==> src/rtl/klx_pkg.sv <==
`timescale 1ns / 1ps

package klx_pkg;

    typedef enum logic [1:0] {
        MODE_IDLE   = 2'd0,
        MODE_NUMBER = 2'd1,
        MODE_IDENT  = 2'd2,
        MODE_DOT    = 2'd3
    } scan_mode_t;

    localparam logic [4:0] KIND_INT        = 5'd0;
    localparam logic [4:0] KIND_IDENT      = 5'd1;
    localparam logic [4:0] KIND_KW_BASE    = 5'd2;
    localparam logic [4:0] KIND_PUNCT_BASE = 5'd16;
    localparam logic [4:0] KIND_DOTDOT     = 5'd24;
    localparam logic [4:0] KIND_EOF        = 5'd25;

    localparam logic [15:0] LEN_MAX = 16'hFFFF;

    localparam int KW_COUNT    = 14;
    localparam int KW_TEXT_LEN = 6;

    // keyword text, first byte in the lowest bits, zero padded
    localparam logic [8*KW_TEXT_LEN-1:0] KW_TEXT [KW_COUNT] = '{
        48'h0000_7372_6176,   // vars
        48'h0000_0074_6573,   // set
        48'h6f72_6f73_6f79,   // yosoro
        48'h0000_0075_6869,   // ihu
        48'h0000_0072_6f68,   // hor
        48'h0065_6c69_6877,   // while
        48'h0000_0074_6e69,   // int
        48'h0079_6172_7261,   // array
        48'h0000_0000_746c,   // lt
        48'h0000_0000_7467,   // gt
        48'h0000_0000_656c,   // le
        48'h0000_0000_6567,   // ge
        48'h0000_0000_7165,   // eq
        48'h0000_0071_656e    // neq
    };

    localparam logic [2:0] KW_LEN [KW_COUNT] = '{
        3'd4, 3'd3, 3'd6, 3'd3, 3'd3, 3'd5, 3'd3, 3'd5, 3'd2, 3'd2, 3'd2, 3'd2, 3'd2, 3'd3
    };

    localparam int QUEUE_DEPTH = 4;
    localparam int PTR_BITS    = $clog2(QUEUE_DEPTH);
    localparam int COUNT_BITS  = $clog2(QUEUE_DEPTH + 1);

    typedef struct packed {
        logic        last;
        logic [15:0] length;
        logic [15:0] start;
        logic [4:0]  kind;
    } token_t;

    // up to two tokens from one source byte, in order a then b
    typedef struct packed {
        logic   a_valid;
        token_t a;
        logic   b_valid;
        token_t b;
    } push_t;

    typedef struct packed {
        logic   valid;
        token_t token;
    } q_head_t;

    function automatic logic is_space(input logic [7:0] b);
        return (b == 8'h20) || ((b >= 8'h09) && (b <= 8'h0d));
    endfunction

    function automatic logic is_digit(input logic [7:0] b);
        return (b >= 8'h30) && (b <= 8'h39);
    endfunction

    function automatic logic is_alpha(input logic [7:0] b);
        return ((b >= 8'h61) && (b <= 8'h7a)) || ((b >= 8'h41) && (b <= 8'h5a));
    endfunction

    // {hit, index} for the eight single-byte tokens
    function automatic logic [3:0] punct_index(input logic [7:0] b);
        logic [3:0] r;
        case (b)
            8'h2b:   r = 4'b1000;   // +
            8'h2d:   r = 4'b1001;   // -
            8'h2c:   r = 4'b1010;   // ,
            8'h3a:   r = 4'b1011;   // :
            8'h7b:   r = 4'b1100;   // {
            8'h7d:   r = 4'b1101;   // }
            8'h5b:   r = 4'b1110;   // [
            8'h5d:   r = 4'b1111;   // ]
            default: r = 4'b0000;
        endcase
        return r;
    endfunction

    // keywords are distinct, so at most one entry hits
    function automatic logic [4:0] keyword_kind(input logic [8*KW_TEXT_LEN-1:0] prefix,
                                                input logic [15:0] len);
        logic [4:0] kind;
        logic       hit;
        kind = KIND_IDENT;
        for (int i = 0; i < KW_COUNT; i++) begin
            hit = (len == 16'(KW_LEN[i]));
            for (int j = 0; j < KW_TEXT_LEN; j++) begin
                if ((j < int'(KW_LEN[i])) && (prefix[8*j +: 8] != KW_TEXT[i][8*j +: 8])) begin
                    hit = 1'b0;
                end
            end
            if (hit) begin
                kind = KIND_KW_BASE + 5'(i);
            end
        end
        return kind;
    endfunction

endpackage

==> src/rtl/klx_front.sv <==
`timescale 1ns / 1ps

module klx_front #(
    parameter int POSITION_BITS   = 16,
    parameter int KEYWORD_MAX_LEN = 6
) (
    input  logic            clk,
    input  logic            rst_n,
    input  logic            accept,
    input  logic [7:0]      char_byte,
    input  logic            end_of_source,
    output klx_pkg::push_t  push
);

    localparam int IDX_BITS = $clog2(KEYWORD_MAX_LEN);

    klx_pkg::scan_mode_t     mode_reg, mode_next;
    logic [POSITION_BITS-1:0] pos_reg, pos_next;
    logic [POSITION_BITS-1:0] start_reg, start_next;
    logic [15:0]             len_reg, len_next;
    logic [7:0]              prefix_reg [KEYWORD_MAX_LEN];

    logic                    prefix_we;
    logic [IDX_BITS-1:0]     prefix_idx;
    logic [8*klx_pkg::KW_TEXT_LEN-1:0] prefix_vec;

    logic       c_digit, c_word, c_cont, c_dot, c_space;
    logic [3:0] c_punct;
    logic       extend, dotdot, open_run;
    logic [15:0] pos16, start16, len_inc;
    logic [4:0]  run_kind;
    klx_pkg::scan_mode_t idle_mode;

    assign c_digit = klx_pkg::is_digit(char_byte);
    assign c_word  = klx_pkg::is_alpha(char_byte) || (char_byte == 8'h5f);
    assign c_cont  = c_word || c_digit;
    assign c_dot   = (char_byte == 8'h2e);
    assign c_space = klx_pkg::is_space(char_byte);
    assign c_punct = klx_pkg::punct_index(char_byte);

    assign extend   = ((mode_reg == klx_pkg::MODE_NUMBER) && c_digit) ||
                      ((mode_reg == klx_pkg::MODE_IDENT) && c_cont);
    assign dotdot   = (mode_reg == klx_pkg::MODE_DOT) && c_dot;
    assign open_run = (mode_reg == klx_pkg::MODE_NUMBER) || (mode_reg == klx_pkg::MODE_IDENT);
    assign len_inc  = (len_reg == klx_pkg::LEN_MAX) ? len_reg : len_reg + 16'd1;

    generate
        if (POSITION_BITS >= 16) begin : g_wide_pos
            assign pos16   = pos_reg[15:0];
            assign start16 = start_reg[15:0];
        end else begin : g_narrow_pos
            assign pos16   = {{(16-POSITION_BITS){1'b0}}, pos_reg};
            assign start16 = {{(16-POSITION_BITS){1'b0}}, start_reg};
        end
    endgenerate

    always_comb
    begin
        for (int j = 0; j < klx_pkg::KW_TEXT_LEN; j++) begin
            prefix_vec[8*j +: 8] = prefix_reg[j];
        end
    end

    assign run_kind = (mode_reg == klx_pkg::MODE_NUMBER) ? klx_pkg::KIND_INT :
                      klx_pkg::keyword_kind(prefix_vec, len_reg);

    // mode a byte starts when taken fresh
    assign idle_mode = c_space ? klx_pkg::MODE_IDLE :
                       c_digit ? klx_pkg::MODE_NUMBER :
                       c_word  ? klx_pkg::MODE_IDENT :
                       c_dot   ? klx_pkg::MODE_DOT : klx_pkg::MODE_IDLE;

    // next state
    always_comb
    begin
        mode_next = mode_reg;
        if (accept) begin
            if (end_of_source) begin
                mode_next = klx_pkg::MODE_IDLE;
            end else begin
                case (mode_reg)
                    klx_pkg::MODE_NUMBER: mode_next = c_digit ? klx_pkg::MODE_NUMBER : idle_mode;
                    klx_pkg::MODE_IDENT:  mode_next = c_cont ? klx_pkg::MODE_IDENT : idle_mode;
                    klx_pkg::MODE_DOT:    mode_next = c_dot ? klx_pkg::MODE_IDLE : idle_mode;
                    default:              mode_next = idle_mode;
                endcase
            end
        end
    end

    // tokens and run bookkeeping
    always_comb
    begin
        push       = '0;
        pos_next   = pos_reg;
        start_next = start_reg;
        len_next   = len_reg;
        prefix_we  = 1'b0;
        prefix_idx = '0;
        if (accept) begin
            if (end_of_source) begin
                push.a_valid  = open_run;
                push.a.kind   = run_kind;
                push.a.start  = start16;
                push.a.length = len_reg;
                push.b_valid  = 1'b1;
                push.b.kind   = klx_pkg::KIND_EOF;
                push.b.start  = pos16;
                push.b.length = 16'd0;
                push.b.last   = 1'b1;
                pos_next      = '0;
                start_next    = '0;
                len_next      = '0;
            end else begin
                pos_next = pos_reg + 1'b1;
                if (extend) begin
                    len_next = len_inc;
                    if ((mode_reg == klx_pkg::MODE_IDENT) &&
                        (len_reg < 16'(KEYWORD_MAX_LEN))) begin
                        prefix_we  = 1'b1;
                        prefix_idx = len_reg[IDX_BITS-1:0];
                    end
                end else if (dotdot) begin
                    push.a_valid  = 1'b1;
                    push.a.kind   = klx_pkg::KIND_DOTDOT;
                    push.a.start  = start16;
                    push.a.length = 16'd2;
                end else begin
                    push.a_valid  = open_run;
                    push.a.kind   = run_kind;
                    push.a.start  = start16;
                    push.a.length = len_reg;
                    if (!c_space && (c_digit || c_word || c_dot)) begin
                        start_next = pos_reg;
                        len_next   = 16'd1;
                    end
                    if (c_word) begin
                        prefix_we  = 1'b1;
                        prefix_idx = '0;
                    end
                    push.b_valid  = c_punct[3];
                    push.b.kind   = klx_pkg::KIND_PUNCT_BASE + {2'b00, c_punct[2:0]};
                    push.b.start  = pos16;
                    push.b.length = 16'd1;
                end
            end
        end
    end

    always_ff @(posedge clk or negedge rst_n)
    begin
        if (!rst_n) begin
            mode_reg  <= klx_pkg::MODE_IDLE;
            pos_reg   <= '0;
            start_reg <= '0;
            len_reg   <= '0;
        end else begin
            mode_reg  <= mode_next;
            pos_reg   <= pos_next;
            start_reg <= start_next;
            len_reg   <= len_next;
        end
    end

    always_ff @(posedge clk)
    begin
        if (prefix_we) begin
            prefix_reg[prefix_idx] <= char_byte;
        end
    end

endmodule

==> src/rtl/klx_queue.sv <==
`timescale 1ns / 1ps

module klx_queue (
    input  logic             clk,
    input  logic             rst_n,
    input  klx_pkg::push_t   push,
    output logic             room,
    output klx_pkg::q_head_t head,
    input  logic             pop
);

    klx_pkg::token_t mem_reg [klx_pkg::QUEUE_DEPTH];
    logic [klx_pkg::PTR_BITS-1:0]   wr_ptr_reg, wr_ptr_next;
    logic [klx_pkg::PTR_BITS-1:0]   rd_ptr_reg, rd_ptr_next;
    logic [klx_pkg::COUNT_BITS-1:0] count_reg, count_next;
    logic [klx_pkg::COUNT_BITS-1:0] n_write;
    klx_pkg::token_t first_tok;
    logic            do_pop;

    // space for two tokens keeps a byte from ever being refused mid-way
    assign room = (count_reg <= klx_pkg::COUNT_BITS'(klx_pkg::QUEUE_DEPTH - 2));

    assign n_write   = klx_pkg::COUNT_BITS'(push.a_valid) + klx_pkg::COUNT_BITS'(push.b_valid);
    assign first_tok = push.a_valid ? push.a : push.b;
    assign do_pop    = pop && (count_reg != '0);

    assign head.valid = (count_reg != '0);
    assign head.token = mem_reg[rd_ptr_reg];

    always_comb
    begin
        wr_ptr_next = wr_ptr_reg + n_write[klx_pkg::PTR_BITS-1:0];
        rd_ptr_next = rd_ptr_reg + klx_pkg::PTR_BITS'(do_pop);
        count_next  = count_reg + n_write - klx_pkg::COUNT_BITS'(do_pop);
    end

    always_ff @(posedge clk or negedge rst_n)
    begin
        if (!rst_n) begin
            wr_ptr_reg <= '0;
            rd_ptr_reg <= '0;
            count_reg  <= '0;
        end else begin
            wr_ptr_reg <= wr_ptr_next;
            rd_ptr_reg <= rd_ptr_next;
            count_reg  <= count_next;
        end
    end

    always_ff @(posedge clk)
    begin
        if (n_write != '0) begin
            mem_reg[wr_ptr_reg] <= first_tok;
        end
        if (push.a_valid && push.b_valid) begin
            mem_reg[wr_ptr_reg + 1'b1] <= push.b;
        end
    end

endmodule

==> src/rtl/klx_back.sv <==
`timescale 1ns / 1ps

module klx_back (
    input  logic             clk,
    input  logic             rst_n,
    input  klx_pkg::q_head_t head,
    output logic             pop,
    output logic             out_valid,
    input  logic             out_ready,
    output klx_pkg::token_t  out_token
);

    logic            valid_reg, valid_next;
    klx_pkg::token_t tok_reg;

    assign pop        = head.valid && (!valid_reg || out_ready);
    assign valid_next = pop || (valid_reg && !out_ready);
    assign out_valid  = valid_reg;
    assign out_token  = tok_reg;

    always_ff @(posedge clk or negedge rst_n)
    begin
        if (!rst_n) begin
            valid_reg <= 1'b0;
        end else begin
            valid_reg <= valid_next;
        end
    end

    always_ff @(posedge clk)
    begin
        if (pop) begin
            tok_reg <= head.token;
        end
    end

endmodule

==> src/rtl/keyword_lexer_core.sv <==
// keyword_lexer_core: byte-stream tokenizer
//
// input channel s_axis: one source byte per transfer in tdata; a transfer
// with tlast high is the end marker and its byte is ignored
// output channel m_axis: one token per transfer, tdata carries kind, start
// offset and length; tlast marks the eof token that closes a source
//
// a byte is taken every cycle while the token queue has room for two
// tokens; one byte gives at most two tokens, the output drains one per
// cycle while m_axis_tready is high, so the sustained rate is one byte per
// cycle unless tokens arrive faster than one per cycle on average (the single
// output register sets it); a token passes the queue, then that register
//
// reset clears the scan state, the offset counter and the queue; no clearing
// pass is needed and the first byte can be taken right after reset
// when the receiver stalls the output register holds its token, the queue
// fills, and s_axis_tready drops once fewer than two entries are free
// after eof the offsets restart at zero for the next source
`timescale 1ns / 1ps

module keyword_lexer_core #(
    parameter int POSITION_BITS   = 16,
    parameter int KEYWORD_MAX_LEN = 6
) (
    input  logic        clk,
    input  logic        rst_n,
    input  logic        s_axis_tvalid,
    output logic        s_axis_tready,
    input  logic [7:0]  s_axis_tdata,    // [7:0] char_byte
    input  logic        s_axis_tlast,    // end_of_source
    output logic        m_axis_tvalid,
    input  logic        m_axis_tready,
    output logic [39:0] m_axis_tdata,    // [4:0] token_kind, [20:5] token_start,
                                         // [36:21] token_length, [39:37] zero
    output logic        m_axis_tlast     // is_last
);

    // front to queue: the tokens produced by the byte taken this cycle
    klx_pkg::push_t   push;
    klx_pkg::q_head_t head;
    klx_pkg::token_t  out_token;
    logic             room;
    logic             pop;
    logic             accept;

    assign s_axis_tready = room;
    assign accept        = s_axis_tvalid && room;

    // scanner: classifies each byte and closes runs
    klx_front #(
        .POSITION_BITS   (POSITION_BITS),
        .KEYWORD_MAX_LEN (KEYWORD_MAX_LEN)
    ) u_front (
        .clk           (clk),
        .rst_n         (rst_n),
        .accept        (accept),
        .char_byte     (s_axis_tdata),
        .end_of_source (s_axis_tlast),
        .push          (push)
    );

    // short token queue decouples the scanner from the output side
    klx_queue u_queue (
        .clk   (clk),
        .rst_n (rst_n),
        .push  (push),
        .room  (room),
        .head  (head),
        .pop   (pop)
    );

    // output register facing the receiver
    klx_back u_back (
        .clk       (clk),
        .rst_n     (rst_n),
        .head      (head),
        .pop       (pop),
        .out_valid (m_axis_tvalid),
        .out_ready (m_axis_tready),
        .out_token (out_token)
    );

    assign m_axis_tdata = {3'b000, out_token.length, out_token.start, out_token.kind};
    assign m_axis_tlast = out_token.last;

endmodule

==> config.mk <==
export PLATFORM = sky130hd
export DESIGN_NAME = keyword_lexer_core
export DESIGN_NICKNAME = d
export VERILOG_FILES = /design/src/rtl/klx_pkg.sv /design/src/rtl/klx_front.sv /design/src/rtl/klx_queue.sv /design/src/rtl/klx_back.sv /design/src/rtl/keyword_lexer_core.sv
export SDC_FILE = /design/constraint.sdc
export NUM_CORES = 1
export LEC_CHECK = 0
export BUFFER_PORTS_ARGS = -buffer_cell sky130_fd_sc_hd__buf_2
export CAP_MARGIN = 20
export CORE_MARGIN = 2
export CORE_UTILIZATION = 56
export DETAILED_ROUTE_END_ITERATION = 12
export PLACE_DENSITY = 0.76
export SYNTH_ARGS = -nofsm -noshare
export SYNTH_HDL_FRONTEND = slang
export SYNTH_SLANG_ARGS = --single-unit
==> constraint.sdc <==
create_clock -name clk -period 3.8 [get_ports clk]
set_input_delay 0.57 -clock clk [delete_from_list [all_inputs] [get_ports clk]]
set_output_delay 0.57 -clock clk [all_outputs]
set_load 0.01 [all_outputs]
==> results.md, run 1 <==
* DIE AREA at about 25000 sq um
* TritonCTS clock tree: yes
* Minimum clock period at 3390 ps
* Detail Placement HPWL at between 20 and 25 mm
* Fill count at roughly 1800
* Crit path cell chain: inv_1, ha_1, a21oi_4, nor3_4, inv_4, ha_1, or3b_2, o21ai_0, a32o_1
* Unique cell type count in the Yosys netlist at between 80 and 90
* CTS buffer count at 29
* Grt total ovfl at 0
* Layout Utilization at 64.3%
* CTS Hold Bufs at 0
* Clk slew on worst S/H paths at approximately 70 ps
* Yosys warns at 0
* Setup Crit Path Kind: reg -> reg
* Number of synthesized flops with an enable pin at around 180
* Root Buffer Master: clkbuf_16
* CTS H-tree lvls at 1
* Reg2Reg Depth at 9
* VDD IR max at 0.000463 V
* Die X at 159 microns
* Largest register FFs at around 150
* Final setup margin at between 400 and 500 ps
* Commonest register cell after synthesis: edfxtp_1
* Die span in y at about 160 microns
* Setup Skew at between 15 and 20 ps
* WL final at about 31 mm
* Post-Syn Instances at approximately 1000
* Post-CTS Setup Repair Bufs at 0
* Final period utilization at just under 90%
* Initial antenna violation count at 0
* Clk_lat worst skew at around 570 ps
* Slowest stage delay, CP at around 630 ps
* Routed Antenna Nets at 0
* Final net count at roughly 1100
* Multi-input gate area at just over 5000 sq um
* Final Max Tran Viols at 0
* Io pins at 56
* Status: complete, no violations
* Largest net degree at the start of global routing at 40
* Crit path DAT at about 3800 ps
* First-pass GRT wire length at ~49 mm
* Seq cells post-synth at 296
* Slew @ Worst Pin at between 1000 and 1500 ps
* Power per cell area at between 500 and 600 nW/um^2
* Initial DRT Pass Iterations at 5
* PortBufs at 52
* Tot GR Track Use at about a quarter
* Peak Freq at between 200 and 300 MHz
* # DRC at 0
* Final Wtd Congestion at 0.945
* CP max stage cell: o21ai_0
* P_leak at ~0.0054 uW
* Ys async rst share at approximately a fifth
* RSZ-0062 raised after global routing: false
* CP Capture Type: register
* Via count at 9126
* Worst relative slew slack at about 33%
* Storage cell area at 8000 sq um
* Core area at 23500 sq um
* Seq/Total Area, Yosys at around three fifths
* Cell area after synthesis at ~13000 sq um
* CP required at 4230 ps
* Hold crit path type: in -> async
* Layout area overhead at 12.3%
* Sink Count at approximately 300
* Post-DR wirelength/cell at roughly 22 microns
* Share of cells above drive strength 1 at between 10% and 20%
* Max FO, Critical Path at 9
* Max capacitance violation total at 0
* Pre-CTS WS at -0.834 ps
* Initial core utilization at between 50 and 60%
* DRT iter0 DRCs at roughly 940
* Syn avg cell area at about 13 sq um
* CTS resizes at 0
* Startpoint Class: register
* Antenna cells at 0
* Std cell rows at between 50 and 60
* Final hold vios at 0
* Vias in the first global route at 8640
* Setup violations, final at 0
* Via density at approximately 6.5
* CTS Buffer Depth at 3
* Most Frequent Cell on Critical Path: ha_1
## metal layers
layer / track usage, % / vias up / wire [microns]
li1: - / 4102 / -
met5: 0 / - / 0
met1: 35.3 / 4567 / 13600
met2: 38.0 / 400 / 14300
met4: 6.16 / 0 / 668
met3: 3.88 / 57 / 2380
## synth_stat cells (all sizes together), types with 4 or more instances
cell type  instances  area [sq um]
mux4              38           856
nand2             37           139
nand2b             6          37.5
nor3b              7          52.6
o21ai             31           155
inv               28           105
xor2              10          87.6
and2               6          38.8
and3               7          48.8
dfrtp             58          1450
dfxtp             60          1200
a211oi             4          30.0
a22o             118          1030
and4b              8          80.1
nand4             13          81.3
edfxtp           178          5350
buf               27           184
nand3b             5          37.5
clkbuf            45           171
or3               15          93.8
o22ai             18           113
a32o              26           260
xnor2             11          96.3
a21oi             29           171
nand4b            11          96.3
ha                16           200
nor2              56           248
nand3             27           135
nor3              27           201
nor4              18           128
o31ai              5          42.5
## worst max-delay path: cells and delay by family (launching register included)
kind / cells / cell delay (ps)
compound gates: 3 / 1070
simple gates: 2 / 860
fa+ha+maj: 2 / 790
flops: 1 / 400
buf+inv: 2 / 120
## metrics by stage
stage | hold WS, ps | TNS (ps) | total power [uW] | area, sq um | instances
floorplan | 274 | 0 | 5350 | 13500 | 1006
global placement | 455 | 0 | 5940 | 14200 | 1346
detailed placement | 460 | -0.834 | 6000 | 14200 | 1346
CTS | 173 | 0 | 8830 | 15100 | 1400
global route | 196 | 0 | 9130 | 15100 | 1400
finish | 178 | 0 | 8780 | 15100 | 1400
## area by class of cell
class                      instances  share of cell area, %
clock buffer                      41                   5.43
clock inverter                    13                  0.951
inverter                          28                  0.761
multi-input combinational        610                   33.3
sequential                       296                   52.9
tap                              319                   2.64
timing repair buffer              93                   4.09
## cells in the final DEF, fill, tap and decap left out, drive strengths merged, types with 31 or more instances in the layout
cell	count
a22o	118
mux4	38
edfxtp	178
buf	93
dfrtp	58
nor2	56
nand2	37
clkbuf	41
o21ai	31
dfxtp	60
## report_power, final
| part | leakage (uW) | internal, uW | switching [uW] | total, uW |
|---|---|---|---|---|
| sequential | 0.00288 | 3840 | 274 | 4110 |
| combinational | 0.00202 | 721 | 1090 | 1810 |
| clock | 0.000472 | 1650 | 1210 | 2860 |
| total | 0.00537 | 6210 | 2570 | 8780 |
## cell families after synthesis
family / count (synthesis) / synth area share (%)
buffers and inverters: 100 / 3.42
adder cells (fa/ha/maj): 17 / 1.63
XOR/XNOR: 21 / 1.37
AO/OA/AOI/OAI: 261 / 15.5
flip-flops: 296 / 59.4
multiplexers: 40 / 6.51
other: 1 / 0.0278
AND/OR/NAND/NOR: 268 / 12.1
## path summary, 6_finish.rpt
check	startpoint	endpoint	slack (ps)
max	u_front.mode_reg[1]$_DFFE_PN0P_	u_queue.mem_reg[1][7]$_DFFE_PP_	410
max in group asynchronous	rst_n	u_front.start16[8]$_DFFE_PN0P_	2750
max reg2reg	u_front.mode_reg[1]$_DFFE_PN0P_	u_queue.mem_reg[1][7]$_DFFE_PP_	410
min	rst_n	u_front.len_reg[1]$_DFFE_PN0P_	180
min in group clk	m_axis_tready	u_back.out_valid$_DFF_PN0_	180
min reg2reg	u_queue.mem_reg[3][28]$_SDFFE_PP0P_	u_queue.mem_reg[3][28]$_SDFFE_PP0P_	470
No activity file was read; power rests on OpenSTA's default activity.
==> inputs of run 2 (changes only) <==
--- a/config.mk
+++ b/config.mk
@@ -8,9 +8,9 @@
 export BUFFER_PORTS_ARGS = -buffer_cell sky130_fd_sc_hd__buf_2
 export CAP_MARGIN = 20
 export CORE_MARGIN = 2
-export CORE_UTILIZATION = 56
+export CORE_UTILIZATION = 50
 export DETAILED_ROUTE_END_ITERATION = 12
-export PLACE_DENSITY = 0.76
+export PLACE_DENSITY = 0.69
 export SYNTH_ARGS = -nofsm -noshare
 export SYNTH_HDL_FRONTEND = slang
 export SYNTH_SLANG_ARGS = --single-unit
==> run 2 against run 1 <==
Die area grew 12%. Final cell count grew 2.3%. Critical path depth grew 4. First-iteration DRC count shrank 2.6%. Highest routed layer unchanged. Critical path type unchanged. Largest power group unchanged. Sequential cell count is the same.
==> results.md, run 2 (synthesis gave the netlist of run 1 again) <==
* # DRC at 0 (unchanged)
* CTS resizes at 0 (unchanged)
* Peak Freq at 298 MHz (+1.2%)
* Status: complete, no violations
* Via count at 9109 (-0.19%)
* Core area at 26700 sq um (+14%)
* Final hold vios at 0 (unchanged)
* Crit path max-delay family: compound AO/OA/AOI/OAI gates
* Die X at 168 microns (+5.7%)
* CP Capture Type: register
* Worst relative slew slack at 46.8% (+14 points)
* Final Wtd Congestion at 0.909 (-3.8%)
* Setup Crit Path Kind: reg -> reg
* Std cell rows at 60 (+7.1%)
* Final net count at 1095 (+0.64%)
* VDD IR max at 0.000390 V (-16%)
* TritonCTS clock tree: yes
* RSZ-0062 raised after global routing: false
* Storage cell area at 8000 sq um (unchanged)
* Setup Skew at 14.2 ps (-1.81 ps)
* DP Cell Count at 1371 (+1.9%)
* Clk_lat worst skew at 570 ps (about the same)
* CP max stage cell: o21a_1
* CP required at 4240 ps (about the same)
* Slew @ Worst Pin at 790 ps (-222 ps)
* Share of cells above drive strength 1 at 19.9% (-0.073 points)
* Multi-input gate area at 5030 sq um (unchanged)
* Detail Placement HPWL at 21.3 mm (+4.1%)
* CTS buffer count at 31 (+6.9%)
* Final hold slack at 200 ps (+21.9 ps)
* Fill count at 2124 (+21%)
* Power per cell area at 581 nW/um^2 (+0.12%)
* CP Buf/Inv Count at 4 (+2)
* Clk slew on worst S/H paths at 60 ps (about the same)
* Layout area overhead at 12.7%
* WL final at 32.0 mm (+3.4%)
* Grt total ovfl at 0 (unchanged)
* Hold crit path type: in -> reg
* Initial core utilization at 50.4% (-6.8 points)
* Post-route cell area at 15200 sq um (+0.32%)
* Slowest stage delay, CP at 490 ps (-140 ps)
* Root Buffer Master: clkbuf_16
* Via density at 6.36 (-2.4%)
* Most common cell after layout, fill and taps aside: edfxtp_1
* Final Max Tran Viols at 0 (unchanged)
* PortBufs at 52 (unchanged)
* Sink Count at 296 (unchanged)
* Startpoint Class: register
* Vias in the first global route at 9010 (+4.3%)
* Post-CTS Setup Repair Bufs at 0 (unchanged)
* Io pins at 56 (unchanged)
* First-pass GRT wire length at 50.9 mm (+4.8%)
* Routed Antenna Nets at 0 (unchanged)
* CTS Buffer Depth at 3 (unchanged)
* Commonest non-fill, non-tap cells in the layout: 178 x edfxtp_1, 118 x a22o_1, 60 x dfxtp_1
* Minimum clock period at 3350 ps (-40.2 ps)
* Setup TNS Final at 0 ps (unchanged)
* Largest register FFs at 152 (unchanged)
* Crit path DAT at 3790 ps (-30 ps)
* Final period utilization at 88.3% (-1.1 points)
* Post-DR wirelength/cell at 22.3 microns (+1.1%)
* Most Frequent Cell on Critical Path: inv_1
* Initial DRT Pass Iterations at 5 (unchanged)
* Die span in y at 168 microns (+5.7%)
* Setup violations, final at 0 (unchanged)
* Post-Layout Cell Count at 1432 (+2.3%)
* P_leak at 0.00539 uW (+0.40%)
* DIE AREA at 28300 sq um (+12%)
* Layout Utilization at 56.8% (-7.5 points)
* Initial antenna violation count at 1 (+1)
* Largest net degree at the start of global routing at 40 (unchanged)
* Max FO, Critical Path at 10 (+1)
* Crit path cell chain: inv_1, ha_1, a21oi_4, nor2_2, nor4_1, nor2_1, inv_1, ha_1, inv_1, buf_4, nor3b_1, o21a_1, a22o_1
* Max capacitance violation total at 0 (unchanged)
* DRT iter0 DRCs at 914 (-2.6%)
* Area after DPL at 14200 sq um (about the same)
* Tot GR Track Use at 22.9% (-1.2 points)
* CTS H-tree lvls at 1 (unchanged)
## run 2: changes by cell type in the layout (fill, tap and decap cells not counted)
| cell | before | now |
|---|---|---|
| buf_12 | 4 | 2 |
| clkinvlp_2 | 1 | 0 |
| dlygate4sd3_1 | 0 | 1 |
| clkbuf_16 | 29 | 32 |
| clkinv_4 | 3 | 1 |
| clkbuf_1 | 7 | 11 |
| clkinv_2 | 5 | 7 |
| buf_4 | 37 | 43 |
| diode_2 | 0 | 1 |
| clkinv_1 | 0 | 3 |
| bufinv_16 | 2 | 1 |
| clkbuf_8 | 5 | 1 |
## run 2: per-layer routing
metal | vias to the layer above | track usage [%] | wire length [microns]
met2 | 335 | 37.0 | 15000
met5 | - | 0 | 0
met3 | 57 | 3.22 | 2090
li1 | 4124 | - | -
met1 | 4593 | 33.2 | 14200
met4 | 0 | 5.43 | 718
## run 2: layout make-up
cell class	count	area share, %
tap	341	2.81
clock inverter	14	0.742
multi-input combinational	610	33.2
timing repair buffer	98	4.17
antenna	1	0.0165
inverter	28	0.758
sequential	296	52.7
clock buffer	44	5.64
## run 2: power breakdown
group,switching (uW),internal (uW)
clock,1230,1640
sequential,258,3840
combinational,1120,730
total,2610,6210
## run 2: final timing paths
path                            cells past startpoint  slack, ps                                 from                                  end
max in group asynchronous                           4       2560                                rst_n      u_front.start16[14]$_DFFE_PN0P_
min in group asynchronous                           2        400                                rst_n      u_front.len_reg[10]$_DFFE_PN0P_
worst max-delay path                               13        450      u_front.mode_reg[0]$_DFFE_PN0P_     u_queue.mem_reg[2][14]$_DFFE_PP_
worst max register to register                     13        450      u_front.mode_reg[0]$_DFFE_PN0P_     u_queue.mem_reg[2][14]$_DFFE_PP_
worst min register to register                      1        470  u_queue.mem_reg[3][30]$_SDFFE_PP0P_  u_queue.mem_reg[3][30]$_SDFFE_PP0P_
worst min-delay path                                2        200                        m_axis_tready           u_back.out_valid$_DFF_PN0_
## run 2: what timing repair did
action                                  in CTS  in global routing
hold buffers                                 0                  1
endpoints found under the hold margin        0                  6
endpoints found under the setup margin       0                  0
## run 2: through the flow
| step | worst slack (ps) | total power (uW) |
|---|---|---|
| 3_3_place_gp | 150 | 5980 |
| 4_1_cts | 483 | 8880 |
| 2_1_floorplan | 23.7 | 5350 |
| 5_1_grt | 170 | 9180 |
| 3_5_place_dp | 8.32 | 6010 |
| 6_report | 446 | 8820 |
==> inputs of run 3 (changes only) <==
--- a/config.mk
+++ b/config.mk
@@ -10,7 +10,8 @@
 export CORE_MARGIN = 2
 export CORE_UTILIZATION = 50
 export DETAILED_ROUTE_END_ITERATION = 12
-export PLACE_DENSITY = 0.69
+export GPL_TIMING_DRIVEN = 0
+export PLACE_DENSITY = 0.67
 export SYNTH_ARGS = -nofsm -noshare
 export SYNTH_HDL_FRONTEND = slang
 export SYNTH_SLANG_ARGS = --single-unit
==> constraint.sdc (replaced) <==
create_clock -name clk -period 3.4 [get_ports clk]
set_input_delay 0.51 -clock clk [delete_from_list [all_inputs] [get_ports clk]]
set_output_delay 0.51 -clock clk [all_outputs]
set_load 0.01 [all_outputs]
==> run 3 against run 2 <==
Clock skew up 8.0 ps. The run now ends with hold timing left. Wire length up 2.3%. Clock-buffer cell count is 7 lower. Critical endpoint is now u_queue.mem_reg[0][10]$_DFFE_PP_. Critical path type is now in -> reg.
==> results.md, run 3 (synthesis gave the netlist of run 1 again) <==
* Grt total ovfl at 0 (unchanged)
* Via count at 9205 (+1.1%)
* Setup Crit Path Kind: in -> reg
* Die span in y at 168 microns (unchanged)
* Worst relative slew slack at 34.1% (-13 points)
* Peak Freq at 307 MHz
* Via density at 6.21 (-2.4%)
* Final period utilization at between 90% and 100%
* CP max stage cell: o31a_4
* Slew @ Worst Pin at 989 ps (+199 ps)
* Final hold vios at 2 (+2)
* WL final at 32.7 mm (+2.3%)
* Worst flop-to-flop path startpoint: u_front.mode_reg[0]$_DFFE_PN0P_
* P_sw at 3120 uW (+19%)
* CTS Hold Bufs at 0 (unchanged)
* Antenna cells at 0 (-1)
* CTS buffer count at 31 (unchanged)
* First-pass GRT wire length at 51.7 mm (+1.6%)
* Crit. path cell count at 15 (+2)
* DIE AREA at 28300 sq um (unchanged)
* Share of cells above drive strength 1 at 22.8% (+2.9 points)
* Crit. Startpoint: s_axis_tdata[2]
* DP Cell Count at 1400 (+2.1%)
* TritonCTS clock tree: yes
* Post-Layout Cell Count at 1482 (+3.5%)
* Vias in the first global route at 9089 (+0.88%)
* Sink Count at 296 (unchanged)
* Sw frac at 29.1% (-0.48 points)
* Io pins at 56 (unchanged)
* Setup TNS Final at 0 ps (unchanged)
* Initial core utilization at 50.4% (unchanged)
* PortBufs at 52 (unchanged)
* Core area at 26700 sq um (unchanged)
* Routed Antenna Nets at 0 (unchanged)
* Reg-to-reg endpoint: u_queue.mem_reg[0][10]$_DFFE_PP_
* Final hold slack at -9.78 ps (-210 ps)
* Tot GR Track Use at 23.5% (+0.60 points)
* # DRC at 0 (unchanged)
* Most Frequent Cell on Critical Path: nor3_4
* Clk slew on worst S/H paths at 60 ps (about the same)
* Failing checks: hold timing
* Max capacitance violation total at 0 (unchanged)
* Crit path max-delay family: buffers and inverters
* Clock share of power at 36.0% (+3.4 points)
* Final Wtd Congestion at 0.901 (-0.85%)
* Layout area overhead at 17.4%
* Clk_lat worst skew at 580 ps (about the same)
* Logic pwr share at 22.3% (+1.3 points)
* Std cell rows at 60 (unchanged)
* Final Max Tran Viols at 0 (unchanged)
* Post-DR wirelength/cell at 22.1 microns (-1.2%)
* Area after DPL at 14300 sq um (+0.63%)
* Power per cell area at 677 nW/um^2 (+17%)
* Max FO, Critical Path at 11 (+1)
* P_leak at 0.00563 uW (+4.4%)
* Largest register FFs at 152 (unchanged)
* Die X at 168 microns (unchanged)
* R2R setup slack at 170 ps (-280 ps)
* Final net count at 1146 (+4.7%)
* Post-route cell area at 15800 sq um (+4.2%)
* DRT iter0 DRCs at 828 (-9.4%)
* Minimum clock period at roughly 3300 ps
* CTS H-tree lvls at 1 (unchanged)
* Seq pwr share at 41.7% (-4.8 points)
* Reg2Reg Depth at 13 (unchanged)
* VDD IR max at 0.000498 V (+28%)
* Crit path DAT at 3590 ps (-200 ps)
* CP required at 3730 ps (-510 ps)
* Largest net degree at the start of global routing at 59 (+48%)
* Commonest non-fill, non-tap cells in the layout: 178 x edfxtp_1, 118 x a22o_1, 60 x dfxtp_1
* Initial antenna violation count at 0 (-1)
* Crit path cell chain: buf_2, clkbuf_2, nand4b_1, and4b_1, o31a_4, nor3_4, nor3_4, inv_4, ha_2, or3_1, clkbuf_4, and2_4, clkbuf_8, clkinvlp_4, buf_12
* CP Capture Type: register
* Initial DRT Pass Iterations at 5 (unchanged)
* Setup violations, final at 0 (unchanged)
* Hold crit path type: in -> async
* Detail Placement HPWL at 21.2 mm (-0.62%)
* Startpoint Class: primary input
* CP Buf/Inv Count at 7 (+3)
* Status: complete, but fails checks
* Setup Skew at 22.2 ps (+8.02 ps)
* CTS Buffer Depth at 3 (unchanged)
* Most common cell after layout, fill and taps aside: edfxtp_1
* Slowest stage delay, CP at 350 ps (-140 ps)
* Root Buffer Master: clkbuf_16
* Power Internal at 7590 uW (+22%)
-- run 3: changes by cell type in the layout (fill, tap and decap cells not counted), sizes merged, moves of 2 or more --
cell	change
buf	+8
bufinv	+6
clkbuf	+33
clkinv	-2
clkinvlp	+6
-- run 3: layout make-up --
cell class                 instances  area [sq um]
buffer                            69           382
timing repair inverter             4          30.0
timing repair buffer              76           523
inverter                          28           123
multi-input combinational        610          5140
sequential                       296          8000
tap                              341           427
clock inverter                    21           308
clock buffer                      37           881
fill                            2154         10900
-- run 3: power by group through the flow --
stage / Sequential [uW] / Combinational (uW) / Clock [uW]
after floorplan: 4610 / 1390 / 0
after global placement: 4530 / 2170 / 0
after detailed placement: 4540 / 2220 / 0
after CTS: 4460 / 2340 / 3890
after global routing: 4500 / 2580 / 4040
final: 4460 / 2380 / 3860
-- run 3: metal layers --
metal	vias up	GRT usage [%]	share of wire (%)
met3	80	3.27	6.7
li1	4219	-	-
met2	371	37.2	46
met4	0	7.46	3.5
met1	4535	33.9	44
met5	-	0	0
-- run 3: through the flow --
stage	total power [uW]	hold slack, ps	setup slack, ps	util, %
2_1_floorplan	6000	214	-218	-
3_3_place_gp	6700	456	-1240	53.3
3_5_place_dp	6750	461	-1270	53.4
4_1_cts	10700	39.4	8.91	58.8
5_1_grt	11100	56.7	-1.14	59.2
6_report	10700	-9.78	139	59.2
-- run 3: worst register-to-register path: cells and delay by family (launching register included) --
kind	cells	cell delay, ps
adder cells (fa/ha/maj)	2	540
AO/OA/AOI/OAI	1	240
buffers and inverters	6	920
AND/OR/NAND/NOR	4	860
flip-flops	1	380
-- run 3: how the worst max path moves through the flow --
stage                                        to  slack, ps
2_1_floorplan   u_queue.mem_reg[0][0]$_DFFE_PP_       -220
6_report       u_queue.mem_reg[0][10]$_DFFE_PP_        140
3_5_place_dp    u_queue.mem_reg[0][9]$_DFFE_PP_      -1270
3_3_place_gp    u_queue.mem_reg[0][9]$_DFFE_PP_      -1240
4_1_cts        u_queue.mem_reg[3][10]$_DFFE_PP_          9
5_1_grt        u_queue.mem_reg[2][10]$_DFFE_PP_         -1
-- run 3: timing repair --
item	4_1_cts	5_1_grt
pin swaps	1	1
endpoints found under the setup margin	199	177
gates resized for setup	17	19
cloned	4	0
buffers inserted	17	4
